--- src/sv/bsct_pkg.sv ---
// Shared types, constants and helpers for the button sequence configuration toggle.
package bsct_pkg;

  localparam int unsigned TimerW  = 16;
  localparam int unsigned ElapsW  = 8;
  localparam int unsigned ClicksW = 5;
  localparam int unsigned ExpW    = 4;
  localparam int unsigned LevelW  = 2;
  localparam int unsigned CfgIdxW = 2;
  localparam int unsigned CfgDatW = 16;
  localparam int unsigned InDataW = 16;
  localparam int unsigned OutDataW = 16;

  localparam logic [TimerW-1:0]  TimerMax       = '1;
  localparam logic [TimerW-1:0]  TimeoutReset   = 16'd20000;
  localparam logic [ExpW-1:0]    ExpClicksReset = 4'd6;
  localparam logic               InitEnReset    = 1'b1;
  localparam logic [ClicksW-1:0] ClicksMax      = '1;

  // signal levels
  localparam logic [LevelW-1:0] LvlOff = 2'd0;
  localparam logic [LevelW-1:0] LvlOn  = 2'd1;

  // configuration register indexes
  localparam logic [CfgIdxW-1:0] CfgTimeout   = 2'd0;
  localparam logic [CfgIdxW-1:0] CfgExpClicks = 2'd1;
  localparam logic [CfgIdxW-1:0] CfgInitEn    = 2'd2;

  // mode codes as seen on the result
  localparam logic [1:0] ModeOffIdle = 2'd0;
  localparam logic [1:0] ModeCount   = 2'd1;
  localparam logic [1:0] ModeOnIdle  = 2'd2;
  localparam logic [1:0] ModeToggle  = 2'd3;

  typedef enum logic [3:0] {
    ST_OFF_IDLE = 4'b0001,
    ST_COUNT    = 4'b0010,
    ST_ON_IDLE  = 4'b0100,
    ST_TOGGLE   = 4'b1000
  } state_e;

  typedef struct packed {
    state_e              state;
    logic [ClicksW-1:0]  clicks;
    logic [LevelW-1:0]   last_btn;
    logic [TimerW-1:0]   timer;
    logic                enabled;
  } ctx_t;

  typedef struct packed {
    logic [TimerW-1:0] timeout_ms;
    logic [ExpW-1:0]   exp_clicks;
  } cfg_t;

  function automatic logic [1:0] mode_code(state_e st);
    logic [1:0] code;
    case (st)
      ST_OFF_IDLE: code = ModeOffIdle;
      ST_COUNT:    code = ModeCount;
      ST_ON_IDLE:  code = ModeOnIdle;
      ST_TOGGLE:   code = ModeToggle;
      default:     code = ModeOffIdle;
    endcase
    return code;
  endfunction

endpackage

--- src/sv/button_sequence_config_toggle.sv ---
// Button sequence configuration toggle: poll stream in, status stream out.
// An input transfer's result is registered and appears on the output register in the next cycle.
// Throughput: one poll per cycle while the output is not stalled; the state and result registers update together.
// An input is taken while the result register is empty or being drained.
// Reset (async, active low): off-idle mode, counters and timer cleared, configuration
// at default values, enabled flag at the initial_enabled default, output empty.
module button_sequence_config_toggle
  import bsct_pkg::*;
(
  input  logic                clk_i,
  input  logic                rst_ni,
  input  logic                s_axis_tvalid_i,
  output logic                s_axis_tready_o,
  // [1:0] ignition_level, [3:2] button_level, [11:4] elapsed_ms, [15:12] zero
  input  logic [InDataW-1:0]  s_axis_tdata_i,
  output logic                m_axis_tvalid_o,
  input  logic                m_axis_tready_i,
  // [0] enabled, [1] toggled, [3:2] mode, [8:4] clicks, [15:9] zero
  output logic [OutDataW-1:0] m_axis_tdata_o,
  input  logic                cfg_valid_i,
  output logic                cfg_ready_o,
  input  logic [CfgIdxW-1:0]  cfg_index_i,
  input  logic [CfgDatW-1:0]  cfg_data_i
);

  cfg_t cfg;
  ctx_t ctx_q, ctx_d, ctx_step;
  logic toggled;
  logic in_xfer, cfg_xfer;
  logic out_valid_q;
  logic [OutDataW-1:0] out_data_q;

  assign cfg_ready_o     = 1'b1;
  assign cfg_xfer        = cfg_valid_i & cfg_ready_o;
  assign s_axis_tready_o = ~out_valid_q | m_axis_tready_i;
  assign in_xfer         = s_axis_tvalid_i & s_axis_tready_o;

  bsct_cfg_regs u_cfg (
    .clk_i     (clk_i),
    .rst_ni    (rst_ni),
    .wr_en_i   (cfg_xfer),
    .wr_idx_i  (cfg_index_i),
    .wr_data_i (cfg_data_i),
    .cfg_o     (cfg)
  );

  bsct_step u_step (
    .ctx_i     (ctx_q),
    .cfg_i     (cfg),
    .ign_i     (s_axis_tdata_i[1:0]),
    .btn_i     (s_axis_tdata_i[3:2]),
    .elapsed_i (s_axis_tdata_i[11:4]),
    .ctx_o     (ctx_step),
    .toggled_o (toggled)
  );

  always_comb begin
    ctx_d = in_xfer ? ctx_step : ctx_q;
    // stored setting reload on an initial_enabled write
    if (cfg_xfer && cfg_index_i == CfgInitEn) begin
      ctx_d.enabled = cfg_data_i[0];
    end
  end

  always_ff @(posedge clk_i or negedge rst_ni) begin
    if (!rst_ni) begin
      ctx_q.state    <= ST_OFF_IDLE;
      ctx_q.clicks   <= '0;
      ctx_q.last_btn <= '0;
      ctx_q.timer    <= '0;
      ctx_q.enabled  <= InitEnReset;
    end else begin
      ctx_q <= ctx_d;
    end
  end

  always_ff @(posedge clk_i or negedge rst_ni) begin
    if (!rst_ni) begin
      out_valid_q <= 1'b0;
    end else if (in_xfer) begin
      out_valid_q <= 1'b1;
    end else if (m_axis_tready_i) begin
      out_valid_q <= 1'b0;
    end
  end

  always_ff @(posedge clk_i) begin
    if (in_xfer) begin
      out_data_q <= {7'd0, ctx_step.clicks, mode_code(ctx_step.state), toggled,
                     ctx_step.enabled};
    end
  end

  assign m_axis_tvalid_o = out_valid_q;
  assign m_axis_tdata_o  = out_data_q;

endmodule

--- src/sv/bsct_cfg_regs.sv ---
// Configuration register file for the button sequence toggle.
module bsct_cfg_regs
  import bsct_pkg::*;
(
  input  logic               clk_i,
  input  logic               rst_ni,
  input  logic               wr_en_i,
  input  logic [CfgIdxW-1:0] wr_idx_i,
  input  logic [CfgDatW-1:0] wr_data_i,
  output cfg_t               cfg_o
);

  cfg_t cfg_q;

  always_ff @(posedge clk_i or negedge rst_ni) begin
    if (!rst_ni) begin
      cfg_q.timeout_ms <= TimeoutReset;
      cfg_q.exp_clicks <= ExpClicksReset;
    end else if (wr_en_i) begin
      case (wr_idx_i)
        CfgTimeout:   cfg_q.timeout_ms <= wr_data_i[TimerW-1:0];
        CfgExpClicks: cfg_q.exp_clicks <= wr_data_i[ExpW-1:0];
        CfgInitEn:    ; // only reloads the enabled flag, held in the top level
        default:      ; // unused index: write dropped
      endcase
    end
  end

  assign cfg_o = cfg_q;

endmodule

--- src/sv/bsct_step.sv ---
// Per-poll next-state logic: timer update and the mode machine.
module bsct_step
  import bsct_pkg::*;
(
  input  ctx_t              ctx_i,
  input  cfg_t              cfg_i,
  input  logic [LevelW-1:0] ign_i,
  input  logic [LevelW-1:0] btn_i,
  input  logic [ElapsW-1:0] elapsed_i,
  output ctx_t              ctx_o,
  output logic              toggled_o
);

  logic [TimerW:0]   sum;
  logic [TimerW-1:0] timer_sat;
  logic [ClicksW-1:0] exp_ext;

  assign sum       = {1'b0, ctx_i.timer} + {{(TimerW+1-ElapsW){1'b0}}, elapsed_i};
  assign timer_sat = sum[TimerW] ? TimerMax : sum[TimerW-1:0];
  assign exp_ext   = {{(ClicksW-ExpW){1'b0}}, cfg_i.exp_clicks};

  always_comb begin
    ctx_o       = ctx_i;
    ctx_o.timer = timer_sat;
    toggled_o   = 1'b0;
    case (ctx_i.state)
      ST_OFF_IDLE: begin
        if (ign_i == LvlOn) begin
          ctx_o.clicks   = '0;
          ctx_o.last_btn = btn_i;
          ctx_o.state    = ST_COUNT;
          ctx_o.timer    = '0;
        end
      end
      ST_COUNT: begin
        if (timer_sat > cfg_i.timeout_ms || ctx_i.clicks > exp_ext) begin
          ctx_o.state = ST_ON_IDLE;
          ctx_o.timer = '0;
        end else if (ign_i == LvlOff) begin
          ctx_o.state = (ctx_i.clicks == exp_ext) ? ST_TOGGLE : ST_OFF_IDLE;
          ctx_o.timer = '0;
        end else begin
          if (ctx_i.last_btn == LvlOff && btn_i == LvlOn && ctx_i.clicks != ClicksMax) begin
            ctx_o.clicks = ctx_i.clicks + 1'b1;
          end
          ctx_o.last_btn = btn_i;
        end
      end
      ST_ON_IDLE: begin
        if (ign_i == LvlOff) begin
          ctx_o.state = ST_OFF_IDLE;
          ctx_o.timer = '0;
        end
      end
      ST_TOGGLE: begin
        ctx_o.enabled = ~ctx_i.enabled;
        toggled_o     = 1'b1;
        ctx_o.state   = ST_OFF_IDLE;
        ctx_o.timer   = '0;
      end
      default: begin
        ctx_o.state = ST_OFF_IDLE;
        ctx_o.timer = '0;
      end
    endcase
  end

endmodule

--- config.mk ---
export PLATFORM = sky130hd
export DESIGN_NAME = button_sequence_config_toggle
export DESIGN_NICKNAME = d
export VERILOG_FILES = /design/src/sv/bsct_pkg.sv /design/src/sv/button_sequence_config_toggle.sv /design/src/sv/bsct_cfg_regs.sv /design/src/sv/bsct_step.sv
export SDC_FILE = /design/constraint.sdc
export NUM_CORES = 1
export LEC_CHECK = 0
export ABC_AREA = 1
export BUFFER_PORTS_ARGS = -buffer_cell sky130_fd_sc_hd__buf_4
export CORE_MARGIN = 2
export CORE_UTILIZATION = 55
export CTS_CLUSTER_DIAMETER = 80
export DETAILED_ROUTE_END_ITERATION = 6
export GPL_TIMING_DRIVEN = 0
export MAX_ROUTING_LAYER = met4
export PLACE_DENSITY = 0.72
export REMOVE_ABC_BUFFERS = 1
export SYNTH_ARGS = -nofsm -noshare
export SYNTH_HDL_FRONTEND = slang
export SYNTH_HIERARCHICAL = 1
export SYNTH_SLANG_ARGS = --single-unit
export TNS_END_PERCENT = 1
--- constraint.sdc ---
create_clock -name clk_i -period 8.03 [get_ports clk_i]
set_input_delay 2.409 -clock clk_i [delete_from_list [all_inputs] [get_ports clk_i]]
set_output_delay 2.409 -clock clk_i [all_outputs]
set_load 0.01 [all_outputs]
Word level (Yosys, flattened, before mapping)
Index checks and enable logic that the tools add are counted.
- muxes and demuxes: 21
- eq/ne operators: 16
- multiply operators: 0
- divide/modulo/power cells: 0
- reductions and logical operators: 13
- shifts and indexed selects: 0
- add/sub/neg operators: 2
- bitwise logic cells: 4
- magnitude comparators: 2
- operator list (cell ; count):
    two-way mux 16 bit ; 3
    one-hot mux 16 bit (3 select lines) ; 1
    two-way mux 27 bit ; 1
    adder 16 x 8 -> 17 bit ; 1
    > comparator 16 bit ; 1
    two-way mux 4 bit ; 4
    two-way mux 7 bit ; 2
    one-hot mux 7 bit (2 select lines) ; 1
    one-hot mux 4 bit (3 select lines) ; 1
    == test 4 x 2 -> 1 bit (second input constant) ; 2
    == test 4 x 3 -> 1 bit (second input constant) ; 2
    == test 4 bit (second input constant) ; 2
    == test 2 x 1 -> 1 bit (second input constant) ; 3
    zero test 2 bit ; 3
    two-way mux 1 bit ; 6
    one-hot mux 2 bit (3 select lines) ; 1
    nonzero test 2 bit ; 3
    adder 5 x 1 -> 5 bit (second input constant) ; 1
    == test 5 x 4 -> 1 bit ; 1
    > comparator 5 x 4 -> 1 bit ; 1
    two-way mux 5 bit ; 1
    inequality test 5 bit (second input constant) ; 1
    AND reduction 5 bit ; 1
    == test 4 x 1 -> 1 bit (second input constant) ; 1
    9 further kinds ; 14
- output and inout bits: 19
- memory bits (writable): 0
- input port bits: 39
- logic and storage cells: 67
- ROM bits: 0
- flip-flop bits (word level): 58
- latch bits: 0
- memories kept: 0

Depth between registers and ports, before layout
Gate-level depths: netlist of run 1.
- word-level depth: 8
- depth in mapped cells: 27
- depth with buffers taken out: 26

By module
Netlist of run 1, hierarchy kept.
- modules (own cells, without submodules) (module ; seq. area each (um^2) ; instances ; area each (um^2) ; cells each):
    bsct_step ; 0.0 ; 1 ; 2560.0 ; 464
    button_sequence_config_toggle ; 998.5 ; 1 ; 1535.2 ; 154
    bsct_cfg_regs ; 509.2 ; 1 ; 824.5 ; 88

Worst setup path before layout of run 1
OpenSTA, ideal clock, no wires.
- path type: in2reg
- start: input port s_axis_tdata_i[4]
- end: register out_data_q[2] (netlist: m_axis_tdata_o[2]), data pin
- setup time: 0.261 ns
- data arrival time: 5.065 ns
- cell stages on the path: 21
- required time: 7.769 ns
- path buffers: 1
- slack: 2.704 ns
- path through: ha_1 -> fa_1 -> nand3_1 -> nand3_2 -> nand2_2 -> nand2_4 -> nand3_4 -> buf_12 -> nand3_4 -> ha_1 -> a21o_1 -> nor2_1 -> nand2_1 -> nand2_1 -> nand2_1 -> nand2_1 -> nand2_2 -> o31ai_1 -> inv_1 -> nand2_1 -> o21ai_0
- RTL lines (what ; RTL line ; text):
    start: declaration ; button_sequence_config_toggle.sv:15 ; input logic [InDataW-1:0] s_axis_tdata_i,
    end signal: assignment ; button_sequence_config_toggle.sv:89 ; out_data_q <= {7'd0, ctx_step.clicks, mode_code(ctx_step.state), toggled,
    end: declaration ; button_sequence_config_toggle.sv:31 ; logic [OutDataW-1:0] out_data_q;

==> impl_results.md, run 1 <==
* Status: finished clean
* Largest net degree at the start of global routing at 50
* Worst Setup End Kind: flip-flop
* Die area at 9720 um^2
* Clk pwr share at 15.5%
* Register area share after synthesis at 30.6%
* Seq. cell area at 1510 um^2
* Chip Height at 98.6 um
* Multi-input logic area at 2850 um^2
* Fin. Hold Viols at 0
* Tightest Hold Check Type: flip-flop to flip-flop
* Slew Viols, Final at 0
* First-pass GRT wire length at 20000 um
* Gate Count Post-Synth at 706
* # diodes at 0
* Fin Clk Skew at 12.8 ps
* #FFs+latches synth at 58
* Num CTS Buffers at 9
* Period utilization at 75.2%
* DR vias at 4582
* Worst-Margin Slew at around 1200 ps
* Synth warnings at 6
* Mapped Area at 4920 um^2
* Worst-path clk slew at 70 ps
* Routed Antenna Nets at 0
* Worst EP required at 8120 ps
* Initial antenna violation count at 0
* Vias in the first global route at 4254
* P&R area growth vs syn at 8.93%
* Gpl congestion at 0.920
* CTS max path bufs at 2
* # DRC at 0
* CTS H-tree depth at 3
* Core Region at between 8000 and 9000 um^2
* Final #Nets at ~800
* Ports at 58
* Setup crit start kind: primary input
* Die span in x at just under 100 um
* Sw power at 0.719 mW
* Post-synthesis area per instance at 6.97 um^2
* Resize count post-CTS at 0
* Initial DRC count at 292
* CP max FO at 23
* CTS tree: done
* Clock Latency Late Sink at 340 ps
* Clock Sinks at between 50 and 60
* Overall Global Routing Usage at 26.0%
* Leak at 2.92 nW
* Final worst path period need at 6030 ps
* Worst hold slack at about 460 ps
* Mean number of vias per cell at about 5.4
* Synth Flop Type: dfrtp_1
* Setup violators final at 0
* RSZ-0062 raised after global routing: no
* Cell internal pwr at 0.769 mW
* Max-slew headroom at 22.5%
* Async set-or-reset flop fraction in the synthesized netlist at 84.5%
* Max-cap violations at 0
* Fin Setup TNS at 0 ps
* Setup Buffers After CTS at 0
* Total Wirelength at around 12000 um
* Sequential power share at 28.8%
* Number of hold buffers added after cts at 0
* Port bufs at 45
* Worst vdd rail ir drop at 0.134 mV
* Num rows at 34
* Crit Path Class: primary input to flip-flop
* Share of cells above drive strength 1 at 15.9%
* Crit path DAT at 6130 ps
* Initial DRT Pass Iterations at 5
* Max Fclk at 166 MHz
* Gate power share at between 50 and 60%
* Wire length per cell at ~14 um
* Power Density at 278 nW/um^2
* Yosys cell types at 48
* Final core utilization at between 60 and 70%
* Clock Tree Root: clkbuf_8
* FILL cells at 805
* Sw frac at 48.3%
* EDFF count, synth at 9
* Detailed Place HPWL at roughly 8500 um
* GR Overflow Total at 0
* Initial core utilization at 56.7%
## layout by cell type, fill, tap and decap left out, types with 10 or more instances in the layout
cell	Yosys	layout
inv_1	83	83
a21oi_1	12	12
ha_1	30	30
nand3_1	103	103
nand2_2	10	10
dfrtp_1	40	40
nand4_1	19	19
buf_4	13	45
nand2_1	249	249
o21ai_0	16	16
nor2_1	29	29
## path summary, 6_finish.rpt
check                                  start                 to  slack (ps)  cells past startpoint
hold / removal               u_cfg/cfg_o[18]    u_cfg/cfg_o[18]         460                      2
setup / recovery           s_axis_tdata_i[4]  m_axis_tdata_o[2]        2000                     19
hold reg to reg              u_cfg/cfg_o[18]    u_cfg/cfg_o[18]         460                      2
max in group asynchronous             rst_ni           ctx_q[9]        5490                      1
min in group asynchronous             rst_ni    u_cfg/cfg_o[10]        2090                      1
setup reg to reg                    ctx_q[1]  m_axis_tdata_o[2]        3750                     18
## logic make-up (layout without fill, tap and decap cells)
group / after synthesis / in the layout / synth area share, %
adder cells (fa/ha/maj): 31 / 31 / 8.04
AO/OA/AOI/OAI: 45 / 45 / 5.70
XOR/XNOR: 7 / 7 / 1.25
flip-flops: 58 / 58 / 30.6
other: 2 / 8 / 0.153
AND/OR/NAND/NOR: 439 / 439 / 42.3
buffers and inverters: 124 / 156 / 12.0
## state kept, by name, summed over array words and instances (netlist names)
register / count
m_axis_tvalid_o: 1
m_axis_tdata_o: 9
ctx_q: 28
u_cfg/cfg_o: 20
## per-layer routing
layer | wire length (um) | up-vias | global-route usage, %
li1 | - | 2317 | -
met1 | 5450 | 2105 | 34.9
met2 | 5450 | 145 | 40.9
met3 | 707 | 15 | 4.89
met4 | 145 | 0 | 6.85
met5 | 0 | - | -
## through the flow
| step | setup WS (ps) | power (mW) | instance area (um^2) | std cells |
|---|---|---|---|---|
| 6_report | 2000 | 1.49 | 5360 | 852 |
| 5_1_grt | 1730 | 1.63 | 5360 | 852 |
| 4_1_cts | 2000 | 1.48 | 5350 | 851 |
| 3_5_place_dp | 1630 | 1.24 | 5180 | 835 |
| 3_3_place_gp | 1670 | 1.21 | 5180 | 835 |
| 2_1_floorplan | 2480 | 1.03 | 4710 | 682 |
## cells in the mapped netlist (2+ instances only)
cell,instances,area share [%]
a21oi_1,12,1.2
a21oi_4,2,0.66
buf_2,6,0.61
buf_4,13,2.0
buf_6,6,1.4
clkbuf_1,3,0.23
conb_1,2,0.15
dfrtp_1,40,20
dfstp_2,9,4.8
edfxtp_1,9,5.5
ha_1,30,7.6
inv_1,83,6.3
inv_2,8,0.61
inv_4,2,0.25
nand2_1,249,19
nand2_2,10,1.3
nand2_4,3,0.69
nand2_8,2,0.81
nand3_1,103,10
nand3_2,4,0.81
nand3_4,4,1.4
nand3b_1,3,0.46
nand4_1,19,2.4
nor2_1,29,2.2
nor2_2,2,0.25
nor2_4,4,0.92
nor3_2,2,0.41
o21ai_0,16,1.6
o21ai_1,7,0.71
xnor2_1,3,0.53
xor2_1,4,0.71
## power by group through the flow
stage | Sequential, mW | Combinational [mW] | Clock [mW]
6_report | 0.429 | 0.829 | 0.231
3_5_place_dp | 0.435 | 0.806 | 0
4_1_cts | 0.430 | 0.811 | 0.238
5_1_grt | 0.440 | 0.940 | 0.253
2_1_floorplan | 0.425 | 0.607 | 0
3_3_place_gp | 0.432 | 0.776 | 0
## cell type report
cell class                 instances  share of cell area [%]
clock inverter                     5                   0.584
timing repair buffer              46                    6.51
multi-input combinational        530                    53.1
clock buffer                      11                    2.45
sequential                        58                    28.1
inverter                          94                    6.68
tap                              108                    2.52
## worst max-delay path, cell delays in order
cell and delay [ps]:
buf_4 110, ha_1 240, fa_1 430, nand3_1 120, nand3_2 120, nand2_2 120, nand2_4 70, nand3_4 240
nand3_1 260, ha_1 350, nand4_1 90, nor3_2 160, nand3_1 200, a21oi_4 630, nand3_1 120, o21ai_0 170
inv_1 90, nand2_1 90, o21ai_0 80
(Power assumes the default switching activity.)
==> inputs of run 2 (changes only) <==
--- a/config.mk
+++ b/config.mk
@@ -8,12 +8,12 @@
 export ABC_AREA = 1
 export BUFFER_PORTS_ARGS = -buffer_cell sky130_fd_sc_hd__buf_4
 export CORE_MARGIN = 2
-export CORE_UTILIZATION = 55
+export CORE_UTILIZATION = 54
 export CTS_CLUSTER_DIAMETER = 80
 export DETAILED_ROUTE_END_ITERATION = 6
 export GPL_TIMING_DRIVEN = 0
 export MAX_ROUTING_LAYER = met4
-export PLACE_DENSITY = 0.72
+export PLACE_DENSITY = 0.74
 export REMOVE_ABC_BUFFERS = 1
 export SYNTH_ARGS = -nofsm -noshare
 export SYNTH_HDL_FRONTEND = slang
==> constraint.sdc (replaced) <==
create_clock -name clk_i -period 5 [get_ports clk_i]
set_input_delay 1.5 -clock clk_i [delete_from_list [all_inputs] [get_ports clk_i]]
set_output_delay 1.5 -clock clk_i [all_outputs]
set_load 0.01 [all_outputs]
==> run 2 against run 1 <==
  * Sequential cell count did not move
  * First-iteration DRC count rose by 32%
  * Clock-buffer cell count did not move
  * Critical path type unchanged
  * Routed wire length rose by 1.2%
  * Combinational power rose by 69%
  * Register-to-register slack got worse by 2700 ps
  * Via count rose by 1.9%
  * Die area rose by 1.8%
  * Sequential power rose by 62%
  * Sequential share of layout area fell by 0.75 points
  * Worst hold slack barely moved
==> impl_results.md, run 2 (same netlist as run 1, synthesis figures left out) <==
* Status: finished clean
* Clock Tree Root: clkbuf_8
* Initial DRT Pass Iterations at 5 (unchanged)
* Final instance area at 5510 um^2 (+2.8%)
* Power Density at 467 nW/um^2 (+68%)
* # DRC at 0 (unchanged)
* Seq. cell area at 1510 um^2 (unchanged)
* Die span in x at 99.5 um (+0.89%)
* Num rows at 34 (unchanged)
* Final worst path period need at 4760 ps
* CP max FO at 10 (-57%)
* Overall Global Routing Usage at 26.0% (about the same)
* Number of hold buffers added after cts at 0 (unchanged)
* Initial core utilization at 56.1% (-0.55 points)
* Wire length per cell at 13.8 um (+0.23%)
* Most frequent cells in the layout: 249 x nand2_1, 101 x nand3_1, 83 x inv_1, 51 x buf_4, 40 x dfrtp_1
* Crit Path Class: primary input to flip-flop
* Gate power share at 54.6% (-1.1 points)
* Total Power at 2.57 mW (+73%)
* Post-DP Area at 5180 um^2 (unchanged)
* Worst vdd rail ir drop at 0.262 mV (+96%)
* CTS tree: done
* Post-Layout Cell Count at 860 (+0.94%)
* Worst-Margin Slew at 1100 ps (-57.9 ps)
* P&R area growth vs syn at 11.9%
* First-pass GRT wire length at 20200 um (+0.65%)
* Core Region at 8760 um^2 (+0.98%)
* Multi-input logic area at 2880 um^2 (+1.2%)
* Largest register FFs at 28 (unchanged)
* Biggest register: ctx_q
* Initial DRC count at 384 (+32%)
* Cell internal pwr at 1.38 mW (+79%)
* Fin Clk Skew at 13.8 ps (+1.04 ps)
* Vias in the first global route at 4366 (+2.6%)
* Sw frac at 46.3% (-2.0 points)
* # diodes at 0 (unchanged)
* Max-slew headroom at 26.3% (+3.8 points)
* Final core utilization at 62.8% (+1.1 points)
* Tightest Hold Check Type: flip-flop to flip-flop
* Chip Height at 99.5 um (+0.89%)
* Max-cap violations at 0 (unchanged)
* DR vias at 4670 (+1.9%)
* Ports at 58 (unchanged)
* Fin. Hold Viols at 0 (unchanged)
* Leak at 2.98 nW (+2.2%)
* Period utilization at approximately 95%
* Worst Setup End Kind: flip-flop
* Worst-path clk slew at 80 ps (about the same)
* Fin Setup TNS at 0 ps (unchanged)
* Crit path DAT at 4850 ps (-1280 ps)
* Dpl cells at 835 (unchanged)
* Sw power at 1.19 mW (+65%)
* FILL cells at 796 (-1.1%)
* Die area at 9890 um^2 (+1.8%)
* Detailed Place HPWL at 8380 um (-1.6%)
* Mean number of vias per cell at 5.43 (+0.97%)
* Gpl congestion at 0.891 (-3.1%)
* Share of cells above drive strength 1 at 17.3% (+1.4 points)
* Setup violators final at 0 (unchanged)
* Largest net degree at the start of global routing at 50 (unchanged)
* Initial antenna violation count at 0 (unchanged)
* RSZ-0062 raised after global routing: no
* Routed Antenna Nets at 0 (unchanged)
* Slew Viols, Final at 0 (unchanged)
* CTS H-tree depth at 3 (unchanged)
* Worst EP required at 5090 ps (-3030 ps)
* Final #Nets at 817 (+0.99%)
* Setup crit start kind: primary input
* Max Fclk at 210 MHz
* GR Overflow Total at 0 (unchanged)
* CTS max path bufs at 2 (unchanged)
* Sequential power share at 27.0% (-1.8 points)
* Port bufs at 45 (unchanged)
* Clock Sinks at 58 (unchanged)
* Most common cell after layout, fill and taps aside: nand2_1
* Clock Latency Late Sink at 340 ps (about the same)
* Clk pwr share at 18.4% (+2.9 points)
* Num CTS Buffers at 9 (unchanged)
* Total Wirelength at 11900 um (+1.2%)
-- run 2: cell types whose count changed in the layout (fill, tap and decap cells not counted), sizes merged --
cell,before,now
a21oi,15,16
bufinv,0,2
clkinv,5,2
buf,46,53
clkinvlp,1,2
-- run 2: critical path, stage by stage --
cell and delay (ps):
buf_4 110, ha_1 240, fa_1 430, nand3_1 120
nand3_2 130, nand2_2 120, nand2_4 70, nand3b_1 140
nand3_1 210, ha_1 370, nand2_1 100, nor3_2 260
nand2_1 100, nand2_1 190, nand2_1 140, nand2_4 160
o21ai_0 90, nand2_1 140, inv_1 70, nand4_1 60
o21ai_0 80
-- run 2: final timing paths --
path | start | cells past startpoint | end | slack, ps
setup / recovery | s_axis_tdata_i[4] | 21 | m_axis_tdata_o[2] | 240
hold / removal | u_cfg/cfg_o[18] | 2 | u_cfg/cfg_o[18] | 460
setup reg to reg | ctx_q[1] | 20 | m_axis_tdata_o[2] | 1100
hold reg to reg | u_cfg/cfg_o[18] | 2 | u_cfg/cfg_o[18] | 460
max in group asynchronous | rst_ni | 1 | u_cfg/cfg_o[17] | 3360
min in group asynchronous | rst_ni | 1 | u_cfg/cfg_o[11] | 1180
-- run 2: power by group through the flow --
stage | Clock (mW) | Combinational [mW] | Sequential, mW
finish | 0.473 | 1.40 | 0.694
global placement | 0 | 1.24 | 0.693
CTS | 0.484 | 1.32 | 0.693
floorplan | 0 | 0.975 | 0.682
detailed placement | 0 | 1.29 | 0.701
global route | 0.505 | 1.57 | 0.710
-- run 2: final cells by class --
type                       instances  area share, %
inverter                          94           6.50
timing repair buffer              53           7.52
multi-input combinational        531           52.3
sequential                        58           27.4
tap                              108           2.45
clock inverter                     5           1.45
clock buffer                      11           2.39
-- run 2: routing by layer --
layer | track usage, % | part of all wire (%) | up-vias
li1 | - | - | 2346
met1 | 35.8 | 48 | 2159
met2 | 39.3 | 46 | 152
met3 | 3.94 | 5.3 | 13
met4 | 9.38 | 1.0 | 0
met5 | - | 0 | -
-- run 2: metrics by stage --
step,hold slack [ps],setup WS [ps]
2_1_floorplan,442,357
3_3_place_gp,453,-422
3_5_place_dp,456,-485
4_1_cts,465,17.5
5_1_grt,489,14.7
6_report,463,242
-- run 2: what timing repair did --
action                     CTS  global route
gates cloned                 1             0
setup endpoints to repair    2            12
buffers inserted             0             7
hold endpoints to repair     0             0
gates resized for setup      0             5
pin swaps                    1             1
